## src/rtl/hle_pkg.sv

```systemverilog
package hle_pkg;

    // Field and arithmetic widths
    localparam int MAX_EXTENT = 256;
    localparam int DIM_W      = 9;
    localparam int COORD_W    = 8;
    localparam int IDX_W      = 24;
    localparam int RC_W       = 16;
    localparam int CA_W       = 17;
    localparam int NUM_DIR    = 6;
    localparam int NUM_NBR    = 8;
    localparam int SLOT_W     = 3;
    localparam int CFG_IDX_W  = 2;

    // Register indexes of the configuration port
    localparam logic [CFG_IDX_W-1:0] CFG_NUM_ROWS = 2'd0;
    localparam logic [CFG_IDX_W-1:0] CFG_NUM_COLS = 2'd1;
    localparam logic [CFG_IDX_W-1:0] CFG_NUM_ALTS = 2'd2;

    // Neighbor slots in the candidate mask: hex directions first, then vertical
    localparam logic [SLOT_W-1:0] SLOT_BELOW = 3'd6;
    localparam logic [SLOT_W-1:0] SLOT_ABOVE = 3'd7;

    // Odd-r offsets, [parity][direction]; parity 0 is an even row
    localparam logic signed [1:0] HEX_DCOL [0:1][0:NUM_DIR-1] = '{
        '{ 2'sd1,  2'sd0, -2'sd1, -2'sd1, -2'sd1,  2'sd0},
        '{ 2'sd1,  2'sd1,  2'sd0, -2'sd1,  2'sd0,  2'sd1}
    };
    localparam logic signed [1:0] HEX_DROW [0:1][0:NUM_DIR-1] = '{
        '{ 2'sd0, -2'sd1, -2'sd1,  2'sd0,  2'sd1,  2'sd1},
        '{ 2'sd0, -2'sd1, -2'sd1,  2'sd0,  2'sd1,  2'sd1}
    };

    typedef struct packed {
        logic [COORD_W-1:0] cell_row;
        logic [COORD_W-1:0] cell_col;
        logic [COORD_W-1:0] cell_alt;
    } t_cell_in;

    typedef struct packed {
        logic [COORD_W-1:0] nbr_row;
        logic [COORD_W-1:0] nbr_col;
        logic [COORD_W-1:0] nbr_alt;
        logic [IDX_W-1:0]   nbr_index;
        logic               last;
    } t_nbr_out;

    // Grid dimensions after clamping
    typedef struct packed {
        logic [DIM_W-1:0] rows;
        logic [DIM_W-1:0] cols;
        logic [DIM_W-1:0] alts;
    } t_dims;

    // Classified query waiting for the back end
    typedef struct packed {
        logic [COORD_W-1:0] row;
        logic [COORD_W-1:0] col;
        logic [COORD_W-1:0] alt;
        logic [NUM_NBR-1:0] mask;
        logic [IDX_W-1:0]   base;
        logic [CA_W-1:0]    ca;
    } t_hle_entry;

    function automatic logic [DIM_W-1:0] clamp_dim(input logic [DIM_W-1:0] v);
        return (v > DIM_W'(MAX_EXTENT)) ? DIM_W'(MAX_EXTENT) : v;
    endfunction

endpackage

```

## src/rtl/hex_layered_neighbor_enumerator.sv

```systemverilog
// Layered odd-r hex grid neighbor enumerator. Each query cell word yields,
// in order, its in-bounds same-layer hex neighbors (east, upper pair, west,
// lower pair), then the cell below and the cell above where they exist, each
// with its linear index row*cols*alts + col*alts + alt (mod 2^24) and last
// set on the final word. Results leave at one word per cycle while the
// output register is free, and the next query's first word follows its
// predecessor's last with no gap when the queue holds it. A query with no
// neighbor yields nothing and is dropped at the front, never queued. The
// first result passes stage A, the queue, the work and output registers.
// A two-word queue lets the front classify further queries while the back
// end walks the current one. Configuration writes are always ready and
// registered; dimensions above 256 are used as 256.
module hex_layered_neighbor_enumerator (
    input  logic                           i_clk,
    input  logic                           i_rst_n,
    input  logic                           i_valid,
    output logic                           o_ready,
    input  hle_pkg::t_cell_in              i_data,
    output logic                           o_valid,
    input  logic                           i_ready,
    output hle_pkg::t_nbr_out              o_data,
    input  logic                           i_cfg_valid,
    output logic                           o_cfg_ready,
    input  logic [hle_pkg::CFG_IDX_W-1:0]  i_cfg_index,
    input  logic [hle_pkg::DIM_W-1:0]      i_cfg_data
);
    import hle_pkg::*;

    logic [DIM_W-1:0] r_num_rows, r_num_cols, r_num_alts;
    t_dims            dims;
    logic             q_full, q_push, q_pop, q_valid;
    t_hle_entry       push_entry, head_entry;

    // Configuration registers
    assign o_cfg_ready = 1'b1;

    always_ff @(posedge i_clk) begin
        if (!i_rst_n) begin
            r_num_rows <= DIM_W'(16);
            r_num_cols <= DIM_W'(16);
            r_num_alts <= DIM_W'(16);
        end else if (i_cfg_valid) begin
            case (i_cfg_index)
                CFG_NUM_ROWS: r_num_rows <= i_cfg_data;
                CFG_NUM_COLS: r_num_cols <= i_cfg_data;
                CFG_NUM_ALTS: r_num_alts <= i_cfg_data;
                default: ;
            endcase
        end
    end

    assign dims.rows = clamp_dim(r_num_rows);
    assign dims.cols = clamp_dim(r_num_cols);
    assign dims.alts = clamp_dim(r_num_alts);

    hle_front u_front (
        .i_clk    (i_clk),
        .i_rst_n  (i_rst_n),
        .i_dims   (dims),
        .i_valid  (i_valid),
        .o_ready  (o_ready),
        .i_data   (i_data),
        .i_q_full (q_full),
        .o_push   (q_push),
        .o_entry  (push_entry)
    );

    hle_queue u_queue (
        .i_clk   (i_clk),
        .i_rst_n (i_rst_n),
        .i_push  (q_push),
        .i_entry (push_entry),
        .o_full  (q_full),
        .i_pop   (q_pop),
        .o_valid (q_valid),
        .o_entry (head_entry)
    );

    hle_back u_back (
        .i_clk     (i_clk),
        .i_rst_n   (i_rst_n),
        .i_alts    (dims.alts),
        .i_q_valid (q_valid),
        .i_entry   (head_entry),
        .o_pop     (q_pop),
        .o_valid   (o_valid),
        .i_ready   (i_ready),
        .o_data    (o_data)
    );

endmodule

```

## src/rtl/hle_front.sv

```systemverilog
module hle_front (
    input  logic              i_clk,
    input  logic              i_rst_n,
    input  hle_pkg::t_dims    i_dims,
    input  logic              i_valid,
    output logic              o_ready,
    input  hle_pkg::t_cell_in i_data,
    input  logic              i_q_full,
    output logic              o_push,
    output hle_pkg::t_hle_entry o_entry
);
    import hle_pkg::*;

    // Bound test of one coordinate moved by -1, 0 or +1
    function automatic logic in_range(input logic [COORD_W-1:0] v,
                                      input logic signed [1:0] s,
                                      input logic [DIM_W-1:0] n);
        logic signed [DIM_W:0] nv;
        nv = $signed({2'b00, v}) + $signed({{(DIM_W-1){s[1]}}, s});
        return !nv[DIM_W] && (nv[DIM_W-1:0] < n);
    endfunction

    logic                r_a_valid;
    logic [COORD_W-1:0]  r_row, r_col, r_alt;
    logic [NUM_NBR-1:0]  r_mask;
    logic [RC_W-1:0]     r_rc;
    logic [CA_W-1:0]     r_ca;

    logic [NUM_NBR-1:0]  n_mask;
    logic                par;
    logic                adv;

    // Candidate mask of the incoming query
    always_comb begin
        par = i_data.cell_row[0];
        for (int d = 0; d < NUM_DIR; d++) begin
            n_mask[d] = in_range(i_data.cell_row, HEX_DROW[par][d], i_dims.rows) &&
                        in_range(i_data.cell_col, HEX_DCOL[par][d], i_dims.cols);
        end
        n_mask[SLOT_BELOW] = (i_data.cell_alt != '0);
        n_mask[SLOT_ABOVE] = ({1'b0, i_data.cell_alt} + DIM_W'(1)) < i_dims.alts;
    end

    // Stage A advances when empty, when it holds a query with no result,
    // or when the queue takes its word
    assign adv     = !r_a_valid || (r_mask == '0) || !i_q_full;
    assign o_ready = adv;
    assign o_push  = r_a_valid && (r_mask != '0) && !i_q_full;

    always_ff @(posedge i_clk) begin
        if (!i_rst_n) begin
            r_a_valid <= 1'b0;
        end else if (adv) begin
            r_a_valid <= i_valid;
        end
    end

    // Stage A payload: first products of the linear index
    always_ff @(posedge i_clk) begin
        if (adv && i_valid) begin
            r_row  <= i_data.cell_row;
            r_col  <= i_data.cell_col;
            r_alt  <= i_data.cell_alt;
            r_mask <= n_mask;
            r_rc   <= ({8'b0, i_data.cell_row} * {7'b0, i_dims.cols})
                      + {8'b0, i_data.cell_col};
            r_ca   <= {8'b0, i_dims.cols} * {8'b0, i_dims.alts};
        end
    end

    // Base index (row*cols + col)*alts + alt, registered in the queue
    always_comb begin
        o_entry.row  = r_row;
        o_entry.col  = r_col;
        o_entry.alt  = r_alt;
        o_entry.mask = r_mask;
        o_entry.ca   = r_ca;
        o_entry.base = ({8'b0, r_rc} * {15'b0, i_dims.alts}) + {16'b0, r_alt};
    end

endmodule

```

## src/rtl/hle_queue.sv

```systemverilog
module hle_queue (
    input  logic                i_clk,
    input  logic                i_rst_n,
    input  logic                i_push,
    input  hle_pkg::t_hle_entry i_entry,
    output logic                o_full,
    input  logic                i_pop,
    output logic                o_valid,
    output hle_pkg::t_hle_entry o_entry
);
    import hle_pkg::*;

    // Two-word queue between front and back
    t_hle_entry r_mem [0:1];
    logic       r_wr_ptr, r_rd_ptr;
    logic [1:0] r_count;

    logic do_push, do_pop;

    assign o_full  = (r_count == 2'd2);
    assign o_valid = (r_count != 2'd0);
    assign o_entry = r_mem[r_rd_ptr];
    assign do_push = i_push && !o_full;
    assign do_pop  = i_pop && o_valid;

    always_ff @(posedge i_clk) begin
        if (do_push) begin
            r_mem[r_wr_ptr] <= i_entry;
        end
    end

    always_ff @(posedge i_clk) begin
        if (!i_rst_n) begin
            r_wr_ptr <= 1'b0;
            r_rd_ptr <= 1'b0;
            r_count  <= 2'd0;
        end else begin
            if (do_push) r_wr_ptr <= !r_wr_ptr;
            if (do_pop)  r_rd_ptr <= !r_rd_ptr;
            r_count <= r_count + {1'b0, do_push} - {1'b0, do_pop};
        end
    end

endmodule

```

## src/rtl/hle_back.sv

```systemverilog
module hle_back (
    input  logic                i_clk,
    input  logic                i_rst_n,
    input  logic [hle_pkg::DIM_W-1:0] i_alts,
    input  logic                i_q_valid,
    input  hle_pkg::t_hle_entry i_entry,
    output logic                o_pop,
    output logic                o_valid,
    input  logic                i_ready,
    output hle_pkg::t_nbr_out   o_data
);
    import hle_pkg::*;

    t_hle_entry r_work;
    logic       r_work_valid;
    t_nbr_out   r_out;
    logic       r_out_valid;

    logic [NUM_NBR-1:0] rem;
    logic [SLOT_W-1:0]  sel;
    logic               out_free, emit, done;
    logic signed [1:0]  dr, dc;
    logic [IDX_W-1:0]   row_term, col_term, alt_term;
    t_nbr_out           n_out;

    // Lowest pending slot and what stays after it
    always_comb begin
        sel = '0;
        for (int i = NUM_NBR - 1; i >= 0; i--) begin
            if (r_work.mask[i]) sel = SLOT_W'(i);
        end
        rem = r_work.mask & (r_work.mask - NUM_NBR'(1));
    end

    // Neighbor coordinates and index offset from the base
    always_comb begin
        dr       = 2'sd0;
        dc       = 2'sd0;
        alt_term = '0;
        n_out.nbr_alt = r_work.alt;
        case (sel)
            SLOT_BELOW: begin
                n_out.nbr_alt = r_work.alt - COORD_W'(1);
                alt_term      = '1;
            end
            SLOT_ABOVE: begin
                n_out.nbr_alt = r_work.alt + COORD_W'(1);
                alt_term      = IDX_W'(1);
            end
            default: begin
                dr = HEX_DROW[r_work.row[0]][sel];
                dc = HEX_DCOL[r_work.row[0]][sel];
            end
        endcase
        n_out.nbr_row = r_work.row + {{(COORD_W-2){dr[1]}}, dr};
        n_out.nbr_col = r_work.col + {{(COORD_W-2){dc[1]}}, dc};
        case (dr)
            2'sd1:   row_term = {7'b0, r_work.ca};
            -2'sd1:  row_term = -{7'b0, r_work.ca};
            default: row_term = '0;
        endcase
        case (dc)
            2'sd1:   col_term = {15'b0, i_alts};
            -2'sd1:  col_term = -{15'b0, i_alts};
            default: col_term = '0;
        endcase
        n_out.nbr_index = r_work.base + row_term + col_term + alt_term;
        n_out.last      = (rem == '0);
    end

    // One result word per cycle into the output register while it is free
    assign out_free = !r_out_valid || i_ready;
    assign emit     = r_work_valid && out_free;
    assign done     = emit && (rem == '0);
    assign o_pop    = i_q_valid && (!r_work_valid || done);

    always_ff @(posedge i_clk) begin
        if (!i_rst_n) begin
            r_work_valid <= 1'b0;
            r_out_valid  <= 1'b0;
        end else begin
            if (o_pop)      r_work_valid <= 1'b1;
            else if (done)  r_work_valid <= 1'b0;
            if (emit)         r_out_valid <= 1'b1;
            else if (i_ready) r_out_valid <= 1'b0;
        end
    end

    always_ff @(posedge i_clk) begin
        if (o_pop) begin
            r_work <= i_entry;
        end else if (emit) begin
            r_work.mask <= rem;
        end
        if (emit) begin
            r_out <= n_out;
        end
    end

    assign o_valid = r_out_valid;
    assign o_data  = r_out;

endmodule

```

## config.mk

```make
export PLATFORM = sky130hd
export DESIGN_NAME = hex_layered_neighbor_enumerator
export DESIGN_NICKNAME = d
export VERILOG_FILES = /design/src/rtl/hle_pkg.sv /design/src/rtl/hex_layered_neighbor_enumerator.sv /design/src/rtl/hle_front.sv /design/src/rtl/hle_queue.sv /design/src/rtl/hle_back.sv
export SDC_FILE = /design/constraint.sdc
export NUM_CORES = 1
export LEC_CHECK = 0
export ABC_CLOCK_PERIOD_IN_PS = 7700
export BUFFER_PORTS_ARGS = -buffer_cell sky130_fd_sc_hd__buf_4
export CAP_MARGIN = 20
export CELL_PAD_IN_SITES_DETAIL_PLACEMENT = 0
export CELL_PAD_IN_SITES_GLOBAL_PLACEMENT = 1
export CORE_ASPECT_RATIO = 2
export CORE_MARGIN = 5
export CORE_UTILIZATION = 52
export CTS_CLUSTER_SIZE = 14
export DETAILED_ROUTE_END_ITERATION = 7
export PLACE_DENSITY = 0.87
export RECOVER_POWER = 100
export SYNTH_ARGS = -nofsm -noshare
export SYNTH_HDL_FRONTEND = slang
export SYNTH_SLANG_ARGS = --single-unit
```

## constraint.sdc

```tcl
create_clock -name i_clk -period 7.7 [get_ports i_clk]
set_input_delay 1.155 -clock i_clk [delete_from_list [all_inputs] [get_ports i_clk]]
set_output_delay 1.155 -clock i_clk [all_outputs]
set_load 0.02 [all_outputs]
```

After elaboration in Yosys (flattened, before gate mapping)
Memory sizes are Yosys's and may differ from the RTL's. A register that Yosys moved wholly into a read port is not among the register bits.
Cells that the tools add are included.

word-level totals
  bits in writable memories = 146
  output and inout bits = 52
  memories = 1
  logic and storage cells = 193
  bits of input ports = 40
  register bits after elaboration = 221

cells by class
  equality and inequality tests = 9
  multipliers = 3
  reduce and logical (&&, ||, !) cells = 61
  $lt $le $gt $ge = 19
  $add $sub $neg = 27
  multiplexer cells = 43
  bitwise gates (word level) = 4

memory list
  memory         words  width  read ports  clocked after Yosys merged registers in  wr ports  RTL line         source
  u_queue.r_mem  2      73     1           1                                        1         hle_queue.sv:14  t_hle_entry r_mem [0:1];

operator list
  kind                 number
  $pmux 24 s2          3
  $add 9x2->10         12
  $lt 9x9->1           13
  $mux 12              8
  $add 24x24->24       3
  $mux 9               5
  $gt 9x9->1 const B   3
  $logic_and 1x1->1    26
  $add 24x8->24        1
  $mul 16x9->24        1
  $mux 3               8
  $neg 17->24          1
  $neg 9->24           1
  $logic_not 1->1      18
  $mul 9x9->17         1
  $add 16x8->16        1
  $add 8x8->8          2
  $logic_not 8->1      2
  $mul 8x9->16         1
  $mux 8               2
  $pmux 8 s2           1
  $reduce_bool 8->1    2
  $sub 8x1->8 const B  2
  $bmux 2 s3           2
  19 further kinds     47

Longest topological paths before layout
  depth in word-level cells = 18
  depth in mapped cells = 25
  gate-level depth less buffers = 24

Hierarchy
A second synthesis with hierarchy kept.

unflattened totals
  cell total of the unflattened synthesis = 2626
  area total of the unflattened synthesis = 29259.3 um2

modules (own cells, without submodules)
  module                           sequential area each (um2)  area an instance (um2)  instances  cells an instance
  hle_front                        1971.9                      14118.5                 1          1532
  hle_back                         3703.6                      8090.3                  1          711
  hle_queue                        4484.3                      5856.9                  1          254
  hex_layered_neighbor_enumerator  540.5                       1193.6                  1          129

Least setup slack after synthesis
No wires, ideal clock.

  path type = register -> register
  start = register u_front.r_mask[7]
  end = memory u_queue.r_mem[0][0] in the netlist's numbering, enable pin
  library setup time = 0.597 ns
  data arrival time = 5.583 ns
  required time = 7.103 ns
  setup slack = 1.521 ns
  path buffers = 0
  cell stages (with the launch flop) = 5
  period minus slack after synthesis = 6.179 ns
  cell sequence = edfxtp_1 -> nor4_1 -> nand2_1 -> nand2_1 -> nor3_1

on the way
  word-level cells in the longest chain between the ends = 6

ends and longest elaborated chain
  item                             RTL line         source
  start, declared                  hle_front.sv:25  logic [NUM_NBR-1:0] r_mask;
  start signal, assigned           hle_front.sv:64  r_mask <= n_mask;
  $reduce_bool 8->1                hle_front.sv:48  assign o_push = r_a_valid && (r_mask != '0) && !i_q_full;
  $logic_and 1x1->1 (2 in series)  hle_front.sv:48
  $logic_and 1x1->1                hle_queue.sv:23  assign do_push = i_push && !o_full;
  $mux 1                           hle_queue.sv:27  if (do_push) begin
  $mux 1 (not written as such)     hle_queue.sv:28  r_mem[r_wr_ptr] <= i_entry;
  end, declared                    hle_queue.sv:14

Every way passes these cells.

==> metrics.yaml <==
min_path:
  hp-class: "reg2reg"
route:
  num_vias: 18811
  wl_mm: 67.2
  routed_via_density: 5.58
  drc: 0
  drtPass1Iterations: 5
  drtIter0Drc: 1048
  post_drt_wl_per_cell_um: 19.9
  ant_nets: 0
die:
  die_area_mm2: 0.0599
  num_io_pins: 92
  initial_core_util_pct: 52.5
  core_area_mm2: 0.0544
  die_w_um: 176
  die_y_um: 341
  fp-row-count: 121
global_route:
  grt_max_degree: 82
  grt_pass1_wl_mm: 107
  grt_overflow: 0
  grt_util_all_layers_pct: 22.8
  antenna_found_initial: 1
  grt_pass1_vias: 20641
final_layout:
  utilization_pct: 56.4
  mostFrequentLayoutCell: "inv_1"
  nets: 3228
  syn_to_final_growth_pct: 7.46
  final_cell_mix: "inv_1, edfxtp_1, nand2_1"
  drive_gt1_share_pct: 5.98
power_and_ir_drop:
  ir_drop_mv: 0.365
  p_per_area_mw_per_mm2: 414
  leakage_nw: 13.5
timing:
  slew_headroom_pct: -188
  final.setup.tns_ns: 0
  fmax_mhz: 138
  skew_ns: 0.0206
  hold_viol_final: 0
  grt_setup_unrepaired: "no"
  fin_crit_sh_pct: 93.9
  worstMarginPinSlew_ns: 4.33
  final_max_slew_viol_count: 419
  layout_setup_ws_ns: 0.470
  setup_viol: 0
  fin_crit_ns: 7.23
synth:
  syn_inst: 2604
  synthArstFlopShare_pct: 0
  yosys_warnings: 0
  syn_area_mm2: 0.0285
  synthFlopType: "edfxtp_1"
  synth_seq_cells: 368
  synth.distinct_cells: 70
  synth_edf_count: 333
  synth.avg_cell_area_um2: 11.0
  syn_nets: 3163
  ys_seq_area_share_pct: 37.5
clocking:
  clock_latency_ns: 0.56
  postCtsHoldBufs: 0
  cts-root-buf: "clkbuf_16"
  cts_tree: "done"
  clock_sinks: 368
  clkTransAtPathRegs_ns: 0.06
  clockBufferDepth: 3
  post_cts_buffers: 0
  numCtsBuffers: 34
  ctsResizeCount: 0
  htree_levels: 2
critical_path:
  cp_max_fo: 13
  worstPathArrival_ns: 7.52
  critical_path.endpoint_type: "flip-flop"
  critPathLaunchType: "flip-flop"
  critPathKind: "reg2reg"
  cp_data_required_time_ns: 7.99
run_status:
  failed_checks: "max-capacitance violations, max-slew violations"
  outcome: "finished with violations"
placed_design:
  post-place-ws_ns: 0.764
  dp_hpwl_mm: 53.1
  io_buffer_count: 90
  gp_routability_congestion: 0.922
run:
  maxCapViolations: 7
## cell type report
type | count | area (µm²)
inverters | 375 | 1410
well taps | 676 | 846
clock inverters | 11 | 131
flip-flops and latches | 368 | 10700
fillers | 4583 | 23700
diodes | 1 | 2.50
clock buffers | 50 | 921
multi-input cells | 1766 | 16000
repair buffers | 124 | 601
## layer usage
metal,global-route usage (%),vias to the layer above,routed length [µm]
met4,13.9,0,4900
li1,-,8767,-
met1,22.7,9308,22600
met2,44.8,508,37400
met5,0,-,0
met3,1.90,228,2200
## final timing paths
check                         start                   to  slack [ns]  cells after the start
setup / recovery  u_back.r_work[47]    u_back.o_data[22]        0.47                     24
hold / removal      u_front.r_ca[1]  u_queue.r_mem[1][1]        0.45                      0
hold reg to reg     u_front.r_ca[1]  u_queue.r_mem[1][1]        0.45                      0
setup reg to reg  u_back.r_work[47]    u_back.o_data[22]        0.47                     24
## worst max-delay path: stages (launching register included)
cell	delay, ns
edfxtp_1	0.43
nand2b_1	0.17
a21oi_1	0.16
o21ba_1	0.18
o21ai_0	0.16
ha_1	0.26
o41ai_1	0.62
buf_4	0.31
nand3_1	0.31
inv_1	0.57
o31ai_1	0.20
xnor2_1	0.23
nand2_1	0.10
fa_1	0.48
fa_1	0.49
inv_1	0.04
ha_1	0.35
a211oi_1	0.13
o21a_1	0.21
nor3_1	0.57
o211ai_1	0.25
a31oi_1	0.33
a21o_1	0.17
a21oi_1	0.08
xnor2_1	0.14
## through the flow
step                cells  cell area (µm²)  power (W)  hold slack [ns]
floorplan            2604            28500    0.00927            0.421
global placement     3309            30000     0.0110            0.423
detailed placement   3309            30000     0.0112            0.434
CTS                  3370            31000     0.0129            0.449
global route         3371            30600     0.0139            0.461
finish               3371            30600     0.0127            0.449
## sequential cells by signal (all words and copies together), names as in the netlist, named ones only
| register | count |
|---|---|
| u_queue.r_mem | 146 |
| u_back.r_work | 73 |
| u_back.o_data | 49 |
| u_front.r_ca | 17 |
| u_front.r_rc | 16 |
| r_num_alts | 9 |
| r_num_cols | 9 |
| r_num_rows | 9 |
| u_front.r_alt | 8 |
| u_front.r_col | 8 |
| u_front.r_mask | 8 |
| u_front.r_row | 8 |
| u_queue.r_count | 2 |
| u_back.o_valid | 1 |
| u_back.r_work_valid | 1 |
| u_front.r_a_valid | 1 |
| u_queue.r_rd_ptr | 1 |
| u_queue.r_wr_ptr | 1 |
## cells in the mapped netlist, types with 3 or more instances
| cell | number | area (µm²) |
|---|---|---|
| and3_1 | 13 | 81.3 |
| o41ai_1 | 5 | 43.8 |
| nand3b_1 | 5 | 37.5 |
| o211ai_1 | 4 | 30.0 |
| o31ai_1 | 6 | 45.0 |
| nand2_1 | 300 | 1130 |
| a21boi_0 | 9 | 67.6 |
| a211oi_1 | 8 | 60.1 |
| o21a_1 | 21 | 158 |
| a31oi_1 | 7 | 43.8 |
| dfxtp_1 | 35 | 701 |
| nor4_1 | 12 | 75.1 |
| nor2b_1 | 59 | 369 |
| clkbuf_1 | 74 | 278 |
| or2_2 | 7 | 43.8 |
| o21bai_1 | 15 | 113 |
| a211o_1 | 3 | 26.3 |
| or3_1 | 6 | 37.5 |
| nor3_1 | 19 | 95.1 |
| o311ai_0 | 7 | 61.3 |
| fa_1 | 250 | 5000 |
| xnor2_1 | 123 | 1080 |
| a2111oi_0 | 3 | 26.3 |
| inv_1 | 372 | 1400 |
| edfxtp_1 | 333 | 10000 |
| nor3b_1 | 5 | 37.5 |
| ha_1 | 269 | 3370 |
| a221oi_1 | 4 | 35.0 |
| a21oi_1 | 90 | 450 |
| and2_1 | 60 | 375 |
| nand3_1 | 34 | 170 |
| mux2i_1 | 29 | 290 |
| nand2b_1 | 12 | 75.1 |
| o21ai_0 | 56 | 280 |
| nor2_1 | 127 | 477 |
| xor2_1 | 38 | 333 |
| buf_1 | 16 | 60.1 |
| mux2_2 | 72 | 811 |
| clkinv_1 | 3 | 11.3 |
| a21o_1 | 46 | 345 |
| nand4_1 | 6 | 37.5 |
## logic make-up (layout without fill, tap and decap cells)
family / after synthesis / count (layout) / share of synthesized area, %
buf+inv: 470 / 560 / 6.25
mux: 101 / 101 / 3.86
fa+ha+maj: 521 / 521 / 29.4
xor+xnor: 162 / 162 / 5.00
flops: 368 / 368 / 37.5
other cells: 1 / 2 / 0.0131
compound gates: 305 / 305 / 6.93
simple gates: 676 / 676 / 11.0
## power by group
group          internal (W)  total, W  switching (W)  leakage, nW
Clock              0.000882   0.00163       0.000744        0.500
Combinational       0.00318   0.00756        0.00439         9.57
Sequential          0.00321   0.00349       0.000282         3.43
Total               0.00727    0.0127        0.00541         13.5
Note: power is estimated with default switching activity, not from simulation.
